File: src/hdl/assert_macros.svh
// assertion macros shared by the rtl
`ifndef ASSERT_MACROS_SVH
`define ASSERT_MACROS_SVH

// same-cycle implication
`define ASSERT_SAME(label, clk, rst_n, ante, cons) \
    label: assert property (@(posedge clk) disable iff (!(rst_n)) (ante) |-> (cons)) \
        else $error("assertion failed: same-cycle implication");

// next-cycle implication
`define ASSERT_NEXT(label, clk, rst_n, ante, cons) \
    label: assert property (@(posedge clk) disable iff (!(rst_n)) (ante) |=> (cons)) \
        else $error("assertion failed: next-cycle implication");

`endif

File: src/hdl/dmc_pkg.sv
// types, codes and helpers for the direct-mapped cache hit counter
`timescale 1ns / 1ps

package dmc_pkg;

    typedef enum logic [1:0] {
        CMD_LOAD   = 2'd0,
        CMD_STORE  = 2'd1,
        CMD_MODIFY = 2'd2,
        CMD_FETCH  = 2'd3
    } t_cmd;

    localparam logic CFG_SET_BITS    = 1'b0;
    localparam logic CFG_OFFSET_BITS = 1'b1;

    localparam int SET_BITS_W    = 4;
    localparam int OFFSET_BITS_W = 5;
    localparam int CFG_DATA_W    = 5;
    localparam int CFG_IDX_W     = 1;
    localparam int TAG_W         = 32;
    localparam int ADDR_W        = 32;
    localparam int CNT_W         = 32;

    typedef struct packed {
        logic [1:0]        cmd;
        logic [ADDR_W-1:0] address;
    } t_in;

    typedef struct packed {
        logic             was_hit;
        logic             was_miss;
        logic             was_evict;
        logic             extra_hit;
        logic [CNT_W-1:0] hit_total;
        logic [CNT_W-1:0] miss_total;
        logic [CNT_W-1:0] evict_total;
    } t_out;

    typedef struct packed {
        t_cmd             kind;
        logic [TAG_W-1:0] tag;
    } t_op;

    typedef struct packed {
        logic clearing;
    } t_back_stat;

    typedef enum logic [1:0] {
        BK_CLEAR = 2'd0,
        BK_IDLE  = 2'd1,
        BK_LOOK  = 2'd2
    } t_back_state;

    function automatic logic [CNT_W-1:0] sat_add(input logic [CNT_W-1:0] a,
                                                 input logic [1:0] n);
        logic [CNT_W:0] sum;
        sum = {1'b0, a} + {{(CNT_W - 1){1'b0}}, n};
        return sum[CNT_W] ? {CNT_W{1'b1}} : sum[CNT_W-1:0];
    endfunction

endpackage

File: src/hdl/dmc_front.sv
// front end: splits an access into command kind, set index and tag
`timescale 1ns / 1ps

module dmc_front import dmc_pkg::*; #(
    parameter int MAX_SET_BITS = 8,
    parameter int IDX_W        = 8
) (
    input  logic [SET_BITS_W-1:0]    i_set_bits,
    input  logic [OFFSET_BITS_W-1:0] i_offset_bits,
    input  t_in                      i_item,
    output t_op                      o_op,
    output logic [IDX_W-1:0]         o_set
);

    logic [4:0]       set_ext;
    logic [4:0]       set_lim;
    logic [5:0]       shift_sum;
    logic [IDX_W-1:0] addr_off;
    logic [IDX_W-1:0] set_mask;

    always_comb begin
        set_ext   = {1'b0, i_set_bits};
        set_lim   = (set_ext > 5'(MAX_SET_BITS)) ? 5'(MAX_SET_BITS) : set_ext;
        shift_sum = {1'b0, set_lim} + {1'b0, i_offset_bits};
        addr_off  = IDX_W'(i_item.address >> i_offset_bits);
        set_mask  = ~({IDX_W{1'b1}} << set_lim);

        o_op.kind = t_cmd'(i_item.cmd);
        o_op.tag  = (shift_sum >= 6'd32) ? '0 : (i_item.address >> shift_sum[4:0]);
        o_set     = addr_off & set_mask;
    end

endmodule

File: config.mk
export PLATFORM = sky130hd
export DESIGN_NAME = dmc_front
export DESIGN_NICKNAME = d
export VERILOG_FILES = /design/src/hdl/assert_macros.svh /design/src/hdl/dmc_pkg.sv /design/src/hdl/dmc_front.sv
export SDC_FILE = /design/constraint.sdc
export NUM_CORES = 1
export LEC_CHECK = 0
export BUFFER_PORTS_ARGS = -buffer_cell sky130_fd_sc_hd__buf_2
export CAP_MARGIN = 20
export CORE_MARGIN = 2
export CORE_UTILIZATION = 55
export DETAILED_ROUTE_END_ITERATION = 8
export PLACE_DENSITY_LB_ADDON = 0.15
export SYNTH_ARGS = -nofsm -noshare
export SYNTH_HDL_FRONTEND = slang
export SYNTH_SLANG_ARGS = --single-unit
File: constraint.sdc
create_clock -name vclk -period 3.75
set_input_delay 0.5625 -clock vclk [all_inputs]
set_output_delay 0.5625 -clock vclk [all_outputs]
set_load 0.005 [all_outputs]
; ---- Yosys cells after proc, flatten, opt, wreduce, memory -nomap -nowiden
; Cells that the tools add are included.
[word_totals]
reg_bits = 0
latch_bits = 0
ram_bits = 0
rom_bits = 0
inputBits = 43
elab_cells = 10
mem_count = 0
[classes]
n_addsub = 1
multipliers = 0
div_mod_pow = 0
magnitude_cmp = 2
eq_ne = 0
shift = 3
n_mux = 2
bitwise_logic = 2
reduce_logical = 0
[op_table]
columns = op, n
row1 = 32-bit two-way mux, 1
row2 = 32-bit by 5-bit right shift with 32-bit output, 1
row3 = 32-bit by 5-bit right shift with 8-bit output, 1
row4 = 8-bit AND, 1
row5 = 8-bit inverter, 1
row6 = 8-bit by 4-bit left shift with 8-bit output (first input constant), 1
row7 = 4-bit by 5-bit adder with 6-bit output, 1
row8 = 6-bit >= comparator (second input constant), 1
row9 = 4-bit greater-than comparator (second input constant), 1
row10 = 4-bit two-way mux, 1

; ---- Depth between registers and ports, before layout
; Gate-level depths: netlist (run 1).
[depth]
ltp_word = 5
depth_mapped = 14
depth_no_buf = 10

; ---- Worst setup path before layout (run 1)
; Ideal clock, no wire load.
[synth_path]
kind = input port to output port
startpoint = input port i_set_bits[3]
endpoint = output port o_op[2] (netlist name)
t_arrival_ns = 2.955
required_ns = 3.188
slack_ns = 0.232
stages = 12
path_buffers = 4
path_cell_list = clkbuf_1 > nor2b_1 > ha_1 > inv_1 > fa_1 > buf_6 > buf_6 > buf_2 > mux4_2 > mux2_2 > mux2i_1 > o22ai_1
[synth_lines]
columns = item, line_no
row1 = from (decl), dmc_front.sv:8  ; input logic [SET_BITS_W-1:0] i_set_bits,
row2 = to (decl), dmc_front.sv:11  ; output t_op o_op,

==> impl_metrics.py, run 1 <==
metrics = {
    "status": {
        "outcome": "completed",
    },
    "synthesis": {
        "synthCells": 389,
        "syn_nets": 437,
        "yosysWarnings": 0,
        "yosysSeqAreaShare_pct": 0,
        "syn_area_per_cell_um2": 8.356,
        "synth_area_mm2": 0.003251,
        "synth_cell_types": 52,
    },
    "layout": {
        "layout_commonest_cell": "buf_2",
        "finalNetCount": 513,
        "antenna_cells": 0,
        "drive_gt1_share_pct": 38.44,
        "area_growth_pct": 19.32,
        "n_clock_buffer": 0,
        "final_cell_mix": "buf_2 (81), nor2_1 (46), nand2_1 (39)",
        "fin_util_pct": 69.17,
        "regArea_um2": 0,
        "finalInstanceArea_mm2": 0.003879,
        "seq_cell_count": 0,
    },
    "timing": {
        "relSlewSlack_pct": 66.69,
        "hold_viol_final": 0,
        "fmax_ghz": 0.2698,
        "finalCritPeriodShare_pct": 98.84,
        "setup_viol": 0,
        "period_minus_slack_ps": 3707,
        "tightest_slew_ps": 499.7,
        "drv_slew": 0,
        "hold_ws_ps": 1125,
        "setup_tns_ps": 0,
    },
    "drt": {
        "drc_errors": 0,
        "vias": 3561,
        "wl_per_cell_um": 18.49,
        "ant_nets": 0,
        "vias_per_cell": 6.656,
        "dr.first_iter.drc_count": 431,
        "drt-total-wl_um": 9890,
        "dr.pass1.iters": 5,
    },
    "power": {
        "p_clk_share_pct": 0,
        "p_total_w": 0.0009529,
        "pwr-share-comb_pct": 100.0,
        "irDropWorstVdd_uv": 153.9,
        "switchingPower_w": 0.0005034,
        "powerDensity_mw_per_mm2": 245.7,
        "p_int_w": 0.0004495,
        "power_frac_seq_pct": 0,
        "leakagePower_nw": 1.734,
        "swShare_pct": 52.82,
    },
    "floorplanning": {
        "die_x_um": 80.88,
        "top_level_ports": 85,
        "rows": 27,
        "floorplan.initialDensity_pct": 57.97,
        "dieArea_mm2": 0.006541,
        "die_y_um": 80.88,
        "coreArea_mm2": 0.005608,
    },
    "placement": {
        "hpwl_um": 7563,
        "io_buffer_count": 81,
        "gp_congestion": 0.9508,
        "dpl_cell_area_mm2": 0.003742,
    },
    "critical_path": {
        "arrival_ps": 3140,
        "crit_fanout": 15,
        "cp.required_ps": 3190,
        "critPathKind": "input port to primary output",
        "worstSetupEndpointType": "primary output",
        "cp-start-kind": "input port",
    },
    "global_route": {
        "grt_overflow": 0,
        "grt_pass1_wl_um": 15590,
        "antenna_found_initial": 0,
        "grt_max_degree": 40,
        "grt_use_total_pct": 29.96,
        "first_global_vias": 3132,
    },
    "flow_run": {
        "cap_violations": 0,
    },
    "cts": {
        "hold_buffers": 0,
    },
    "worst_hold_path": {
        "hold_class": "input port to primary output",
    },
}
-- path summary, 6_finish.rpt --
check	start	endpoint	slack, ps	cells after the start
max	i_set_bits[3]	o_op[0]	40	12
min	i_item[32]	o_op[32]	1130	0
-- critical path: stages --
cell and delay, ps:
buf_2 120, nor2b_4 110, ha_2 180, inv_1 50
fa_1 550, buf_12 160, buf_4 120, mux4_2 530
mux4_2 480, nand2_2 90, a21oi_2 60, buf_2 120
-- timing repair --
item,CTS,global route
pin swaps,0,3
gates resized for setup,1,25
buffers inserted,1,6
endpoints found under the setup margin,1,17
-- area by class of cell --
type                            count  area [µm²]
Fill cell                         473        1729
Inverter                           10       37.54
Multi-Input combinational cell    340        3060
Tap cell                           72       90.09
Timing Repair Buffer              113       690.7
-- metrics by stage --
stage,std cells,worst slack [ps]
floorplan,389,232.1
global placement,528,70.38
detailed placement,528,-14.94
CTS,529,6.315
global route,535,-37.66
finish,535,43.38
-- power by group through the flow --
stage / sequential (W) / clock [W] / combinational [W]
global route: 0 / 0 / 0.00103
CTS: 0 / 0 / 0.000898
finish: 0 / 0 / 0.000953
global placement: 0 / 0 / 0.000878
detailed placement: 0 / 0 / 0.000891
floorplan: 0 / 0 / 0.000618
-- synthesized netlist by cell type (7+ instances only) --
cell       n  area (µm²)
nor3_1    12       60.06
mux4_2    30       675.7
clkbuf_1  10       37.54
mux2_2    13       146.4
o22ai_1    8       50.05
buf_2     17       85.08
mux4_1    14       367.9
o21ai_0   17       85.08
a211oi_1  16       120.1
nor2b_1   11       68.82
nand2b_1   9       56.30
and3_1     7       43.79
nor2_1    46       172.7
a21oi_1   28       140.1
mux2i_1   43       430.4
inv_1      9       33.78
nand2_1   40       150.1
-- layer usage --
layer | vias up | track usage, % | wire length [µm]
met5 | - | 0 | 0
met3 | 11 | 1.889 | 862
met4 | 0 | 2.203 | 81
li1 | 1652 | - | -
met2 | 181 | 49.67 | 4645
met1 | 1717 | 45.06 | 4301
-- kinds of logic (layout without fill, tap and decap cells) --
group,after synthesis,after routing,share of synthesized area [%]
and+or+nand+nor,136,136,19.13
buffers and inverters,49,123,8.429
AOI/OAI and AO/OA,92,92,18.01
adders and majority gates,5,5,2.156
muxes,101,101,50.19
xor gates and xnor gates,6,6,2.079
Note: power is estimated with default switching activity, not from simulation.
==> run 2: changes to the inputs <==
--- a/config.mk
+++ b/config.mk
@@ -5,12 +5,14 @@
 export SDC_FILE = /design/constraint.sdc
 export NUM_CORES = 1
 export LEC_CHECK = 0
+export ABC_AREA = 1
 export BUFFER_PORTS_ARGS = -buffer_cell sky130_fd_sc_hd__buf_2
 export CAP_MARGIN = 20
 export CORE_MARGIN = 2
 export CORE_UTILIZATION = 55
 export DETAILED_ROUTE_END_ITERATION = 8
 export PLACE_DENSITY_LB_ADDON = 0.15
+export SLEW_MARGIN = 20
 export SYNTH_ARGS = -nofsm -noshare
 export SYNTH_HDL_FRONTEND = slang
 export SYNTH_SLANG_ARGS = --single-unit
==> run 2 against run 1 <==
Against the previous run: routed wire length up 22%; total power down 3.1%; sequential share of layout area unchanged; core utilization down 5.3 points; global-route usage up 2.8 points; worst setup slack better by 200 ps; critical endpoint is now o_op[5]; synthesized cell count up 89%; non-clock buffer count down 19; first-iteration DRC count up 44%; critical path type unchanged; sequential cell count unchanged; clock-buffer cell count unchanged; critical path depth up 4.
==> impl_metrics.py, run 2 <==
metrics = {
    "layout": {
        "finalNetCount": 834,
        "final_cell_mix": "nand2_1 (288), nand3_1 (243), buf_2 (81)",
        "regArea_um2": 0,
        "layout_commonest_cell": "nand2_1",
        "antenna_cells": 0,
        "fin_util_pct": 63.91,
        "area_growth_pct": 11.48,
        "seq_cell_count": 0,
        "drive_gt1_share_pct": 16.96,
        "finalInstanceArea_mm2": 0.003829,
        "n_clock_buffer": 0,
    },
    "global_route": {
        "grt_overflow": 0,
        "grt_max_degree": 37,
        "first_global_vias": 4385,
        "antenna_found_initial": 0,
        "grt_pass1_wl_um": 19720,
        "grt_use_total_pct": 32.71,
    },
    "synthesis": {
        "synthTopCellsByCount": "nand2_1 (290), nand3_1 (243), nor2_1 (47), inv_1 (27), buf_2 (26)",
        "yosysSeqAreaShare_pct": 0,
        "yosysTopAreaCellShare_pct": 35.41,
        "yosysWarnings": 0,
        "yosysTopAreaCell": "nand3_1",
        "synthCells": 736,
        "synth_area_leaders": "nand3_1 (35%), nand2_1 (32%), nor2_1 (5.1%)",
        "synth_cell_types": 29,
        "synth_most_common_cell": "nand2_1",
        "synth_area_mm2": 0.003435,
        "syn_nets": 784,
        "syn_area_per_cell_um2": 4.667,
    },
    "timing": {
        "relSlewSlack_pct": 54.45,
        "rsz0062_at_grt": "false",
        "period_minus_slack_ps": 3507,
        "drv_slew": 0,
        "tightest_slew_ps": 681.6,
        "finalCritPeriodShare_pct": 93.52,
        "hold_viol_final": 0,
        "fmax_ghz": 0.2852,
        "setup_tns_ps": 0,
        "setup_viol": 0,
    },
    "critical_path": {
        "cp-start-kind": "input port",
        "cp_slowest_cell": "fa_1",
        "critPathKind": "input port to primary output",
        "cp_cell_sequence": "buf_2 > nor2_2 > nand2_1 > a21oi_1 > ha_1 > inv_1 > fa_1 > inv_1 > nand3_2 > nand2_4 > xor2_4 > buf_4 > nand3_1 > nand2_1 > nor2_1 > buf_2",
        "cp.required_ps": 3190,
        "path_buf_inv": 5,
        "worstSetupEndpointType": "primary output",
        "arrival_ps": 2940,
        "slowest_delay_ps": 430,
        "crit_family": "simple AND/OR/NAND/NOR gates",
        "crit_fanout": 13,
    },
    "power": {
        "leakagePower_nw": 2.156,
        "irDropWorstVdd_uv": 201.9,
        "powerDensity_mw_per_mm2": 241.2,
    },
    "placement": {
        "hpwl_um": 9266,
        "gp_congestion": 0.9518,
        "dpl_cell_area_mm2": 0.003767,
        "io_buffer_count": 81,
    },
    "worst_hold_path": {
        "hold_end": "o_op[32]",
        "hold_class": "input port to primary output",
        "hold_depth": 0,
        "hold_path.startpoint": "i_item[32]",
    },
    "floorplanning": {
        "die_x_um": 83.02,
        "floorplan.initialDensity_pct": 57.33,
        "rows": 28,
        "dieArea_mm2": 0.006892,
        "top_level_ports": 85,
        "die_y_um": 83.02,
        "coreArea_mm2": 0.005991,
    },
    "drt": {
        "drc_errors": 0,
        "dr.first_iter.drc_count": 621,
        "drt-total-wl_um": 12080,
        "ant_nets": 0,
        "vias": 5145,
        "wl_per_cell_um": 14.06,
        "dr.pass1.iters": 6,
        "vias_per_cell": 5.990,
    },
    "cts": {
        "hold_buffers": 0,
        "cts_setup_buffers": 0,
    },
    "status": {
        "outcome": "completed",
    },
    "flow_run": {
        "cap_violations": 0,
    },
}
## run 2: changes by cell type after synthesis, sizes merged, moves of 8 or more
cell	change
nor3	-11
a211oi	-16
inv	+20
buf	+11
nand2	+258
mux4	-44
mux2i	-43
nor2	+13
o22ai	-8
mux2	-14
nor2b	-11
nand2b	-9
nand3	+241
o21ai	-10
## run 2: how the worst max path moves through the flow
stage                   from  endpoint  cells after the start
3_3_place_gp   i_set_bits[1]   o_op[5]                     17
3_5_place_dp   i_set_bits[1]   o_op[5]                     17
6_report       i_set_bits[1]   o_op[5]                     16
2_1_floorplan  i_set_bits[1]  o_op[10]                     15
4_1_cts        i_set_bits[1]   o_op[5]                     17
5_1_grt        i_set_bits[1]   o_op[5]                     17
## run 2: cells by family after synthesis
logic type      count (synthesis)  share of synthesized area (%)
simple gates                  606                          77.74
buf+inv                        80                          11.62
compound gates                 43                          7.322
fa+ha+maj                       5                          2.040
xor+xnor                        2                          1.275
## run 2: stage by stage
step / hold WS, ps / power (W) / setup slack, ps / cells
floorplan: 1205 / 0.0006550 / 674.6 / 736
global placement: 1125 / 0.0008706 / 196.1 / 857
detailed placement: 1125 / 0.0008848 / 137.4 / 857
CTS: 1125 / 0.0008873 / 128.6 / 857
global route: 1125 / 0.001038 / 13.62 / 859
finish: 1125 / 0.0009234 / 243.2 / 859
## run 2: metal layers
layer / GRT usage, % / wire length [µm] / vias up
li1: - / - / 2540
met1: 44.79 / 5021 / 2277
met2: 54.69 / 5688 / 280
met3: 2.087 / 988 / 48
met4: 10.13 / 383 / 0
met5: 0 / 0 / -
## run 2: report_power, final
group          leakage, nW  switching (W)  internal, W
combinational         2.16       0.000603     0.000320
clock                    0              0            0
sequential               0              0            0
## run 2: timing repair
action | in CTS | in global routing
endpoints found under the hold margin | 0 | 0
resized for setup | 0 | 8
setup endpoints to repair | 0 | 27
## run 2: cell type report
class	count	area [µm²]
multi-input combinational	658	3093
fill	653	2162
timing repair buffer	94	519.2
inverter	32	122.6
tap	75	93.84
==> run 3: changes to the inputs <==
--- a/config.mk
+++ b/config.mk
@@ -11,7 +11,7 @@
 export CORE_MARGIN = 2
 export CORE_UTILIZATION = 55
 export DETAILED_ROUTE_END_ITERATION = 8
-export PLACE_DENSITY_LB_ADDON = 0.15
+export PLACE_DENSITY_LB_ADDON = 0.25
 export SLEW_MARGIN = 20
 export SYNTH_ARGS = -nofsm -noshare
 export SYNTH_HDL_FRONTEND = slang
==> run 3 against run 2 <==
Against the previous run: global-route usage decreased by 0.52 points; hold slack unchanged; critical path depth increased by 1; non-clock buffer count up 1; critical path type unchanged.
==> impl_metrics.py, run 3 (synthesis gave the netlist of run 2 again) <==
metrics = {
    "floorplanning": {
        "top_level_ports": 85,
        "dieArea_mm2": 0.006892,
        "floorplan.initialDensity_pct": 57.33,
        "die_y_um": 83.02,
        "coreArea_mm2": 0.005991,
        "rows": 28,
        "die_x_um": 83.02,
    },
    "global_route": {
        "grt_overflow": 0,
        "antenna_found_initial": 0,
        "first_global_vias": 4520,
        "use_met1_pct": 41.39,
        "met2_usage_pct": 56.52,
        "grt_use_total_pct": 32.19,
        "met3_usage_pct": 3.976,
        "grt_pass1_wl_um": 19540,
        "grt_busiest_layer": "met2",
        "grt_max_degree": 37,
    },
    "flow_run": {
        "cap_violations": 0,
    },
    "layout": {
        "fillers": 670,
        "seq_cell_count": 0,
        "regArea_um2": 0,
        "area_growth_pct": 10.31,
        "finalNetCount": 833,
        "layout_commonest_cell": "nand2_1",
        "finalInstanceArea_mm2": 0.003789,
        "n_clock_buffer": 0,
        "fin_util_pct": 63.24,
        "multi_input_area_mm2": 0.003045,
        "drive_gt1_share_pct": 16.48,
        "final_cell_mix": "nand2_1 (290), nand3_1 (243), buf_2 (81)",
        "antenna_cells": 0,
    },
    "drt": {
        "vias": 5130,
        "vias_per_cell": 5.979,
        "wl_per_cell_um": 13.58,
        "ant_nets": 0,
        "drt-total-wl_um": 11650,
        "dr.first_iter.drc_count": 494,
        "drc_errors": 0,
        "dr.pass1.iters": 6,
    },
    "timing": {
        "setup_tns_ps": 0,
        "hold_ws_ps": 1125,
        "drv_slew": 0,
        "period_minus_slack_ps": 3505,
        "setup_viol": 0,
        "hold_viol_final": 0,
        "finalCritPeriodShare_pct": 93.46,
        "tightest_slew_ps": 773.0,
        "rsz0062_at_grt": "false",
        "fmax_ghz": 0.2853,
        "relSlewSlack_pct": 48.34,
    },
    "critical_path": {
        "worstSetupEndpointType": "primary output",
        "critPathKind": "input port to primary output",
        "cp.required_ps": 3190,
        "arrival_ps": 2940,
        "cp-start-kind": "input port",
        "crit_fanout": 28,
    },
    "worst_hold_path": {
        "hold_end": "o_op[32]",
        "hold_depth": 0,
        "hold_class": "input port to primary output",
        "hold_path.startpoint": "i_item[32]",
    },
    "power": {
        "irDropWorstVdd_uv": 189.8,
        "powerDensity_mw_per_mm2": 239.7,
        "leakagePower_nw": 2.145,
    },
    "placement": {
        "hpwl_um": 9218,
        "io_buffer_count": 81,
        "dpl_cell_area_mm2": 0.003775,
        "gp_congestion": 0.9656,
    },
    "cts": {
        "hold_buffers": 0,
    },
    "status": {
        "outcome": "completed",
    },
}
## run 3: cell types whose count changed in the layout (fill, tap and decap cells not counted)
cell	delta
nor2_2	-1
nor2_1	+1
nand2_8	-2
nand2_1	+2
buf_4	+1
nand2_2	-2
## run 3: power by group
part / internal, W / total (W) / switching, W / leakage (nW)
logic: 0.000318 / 0.000908 / 0.000590 / 2.15
registers: 0 / 0 / 0 / 0
clock network: 0 / 0 / 0 / 0
## run 3: worst max-delay path by stage
stage	startpoint	endpoint	slack [ps]	cells past startpoint
floorplan	i_set_bits[1]	o_op[10]	670	15
global placement	i_set_bits[1]	o_op[5]	150	17
detailed placement	i_set_bits[1]	o_op[5]	140	17
CTS	i_set_bits[1]	o_op[5]	140	17
global route	i_set_bits[1]	o_op[5]	30	17
finish	i_set_bits[1]	o_op[5]	250	17
## run 3: routing by layer
| metal | up-vias | wire [µm] | share of wire [%] |
|---|---|---|---|
| met5 | - | 0 | 0 |
| li1 | 2547 | - | - |
| met2 | 278 | 5514 | 47 |
| met1 | 2274 | 4822 | 41 |
| met3 | 31 | 1069 | 9.2 |
| met4 | 0 | 242 | 2.1 |
## run 3: final cells by class
type | instances | share of cell area (%)
tap | 75 | 2.477
timing repair buffer | 95 | 13.90
inverter | 32 | 3.236
multi-input combinational | 656 | 80.38
## run 3: worst max-delay path: stages
cell     delay (ps)
buf_2           110
nor2_1          150
nand2_1          70
a21oi_1         150
ha_1            200
inv_1            60
fa_1            420
inv_1           120
nand2_1         100
nand2_4         250
nand3_1         140
nand2_1         130
nand2_1          80
nand3_1         110
nand2_1          70
nor2_1           80
buf_2           110
## run 3: repair_timing
item	in CTS	in global routing
endpoints found under the setup margin	0	17
resized for setup	0	3
buffers inserted	0	0
endpoints found under the hold margin	0	0
## run 3: metrics by stage
step	power, W	worst slack [ps]	std cells
floorplan	0.0006550	674.6	736
global placement	0.0008749	153.4	858
detailed placement	0.0008859	144.2	858
CTS	0.0008884	141.8	858
global route	0.001022	28.55	858
finish	0.0009083	245.3	858
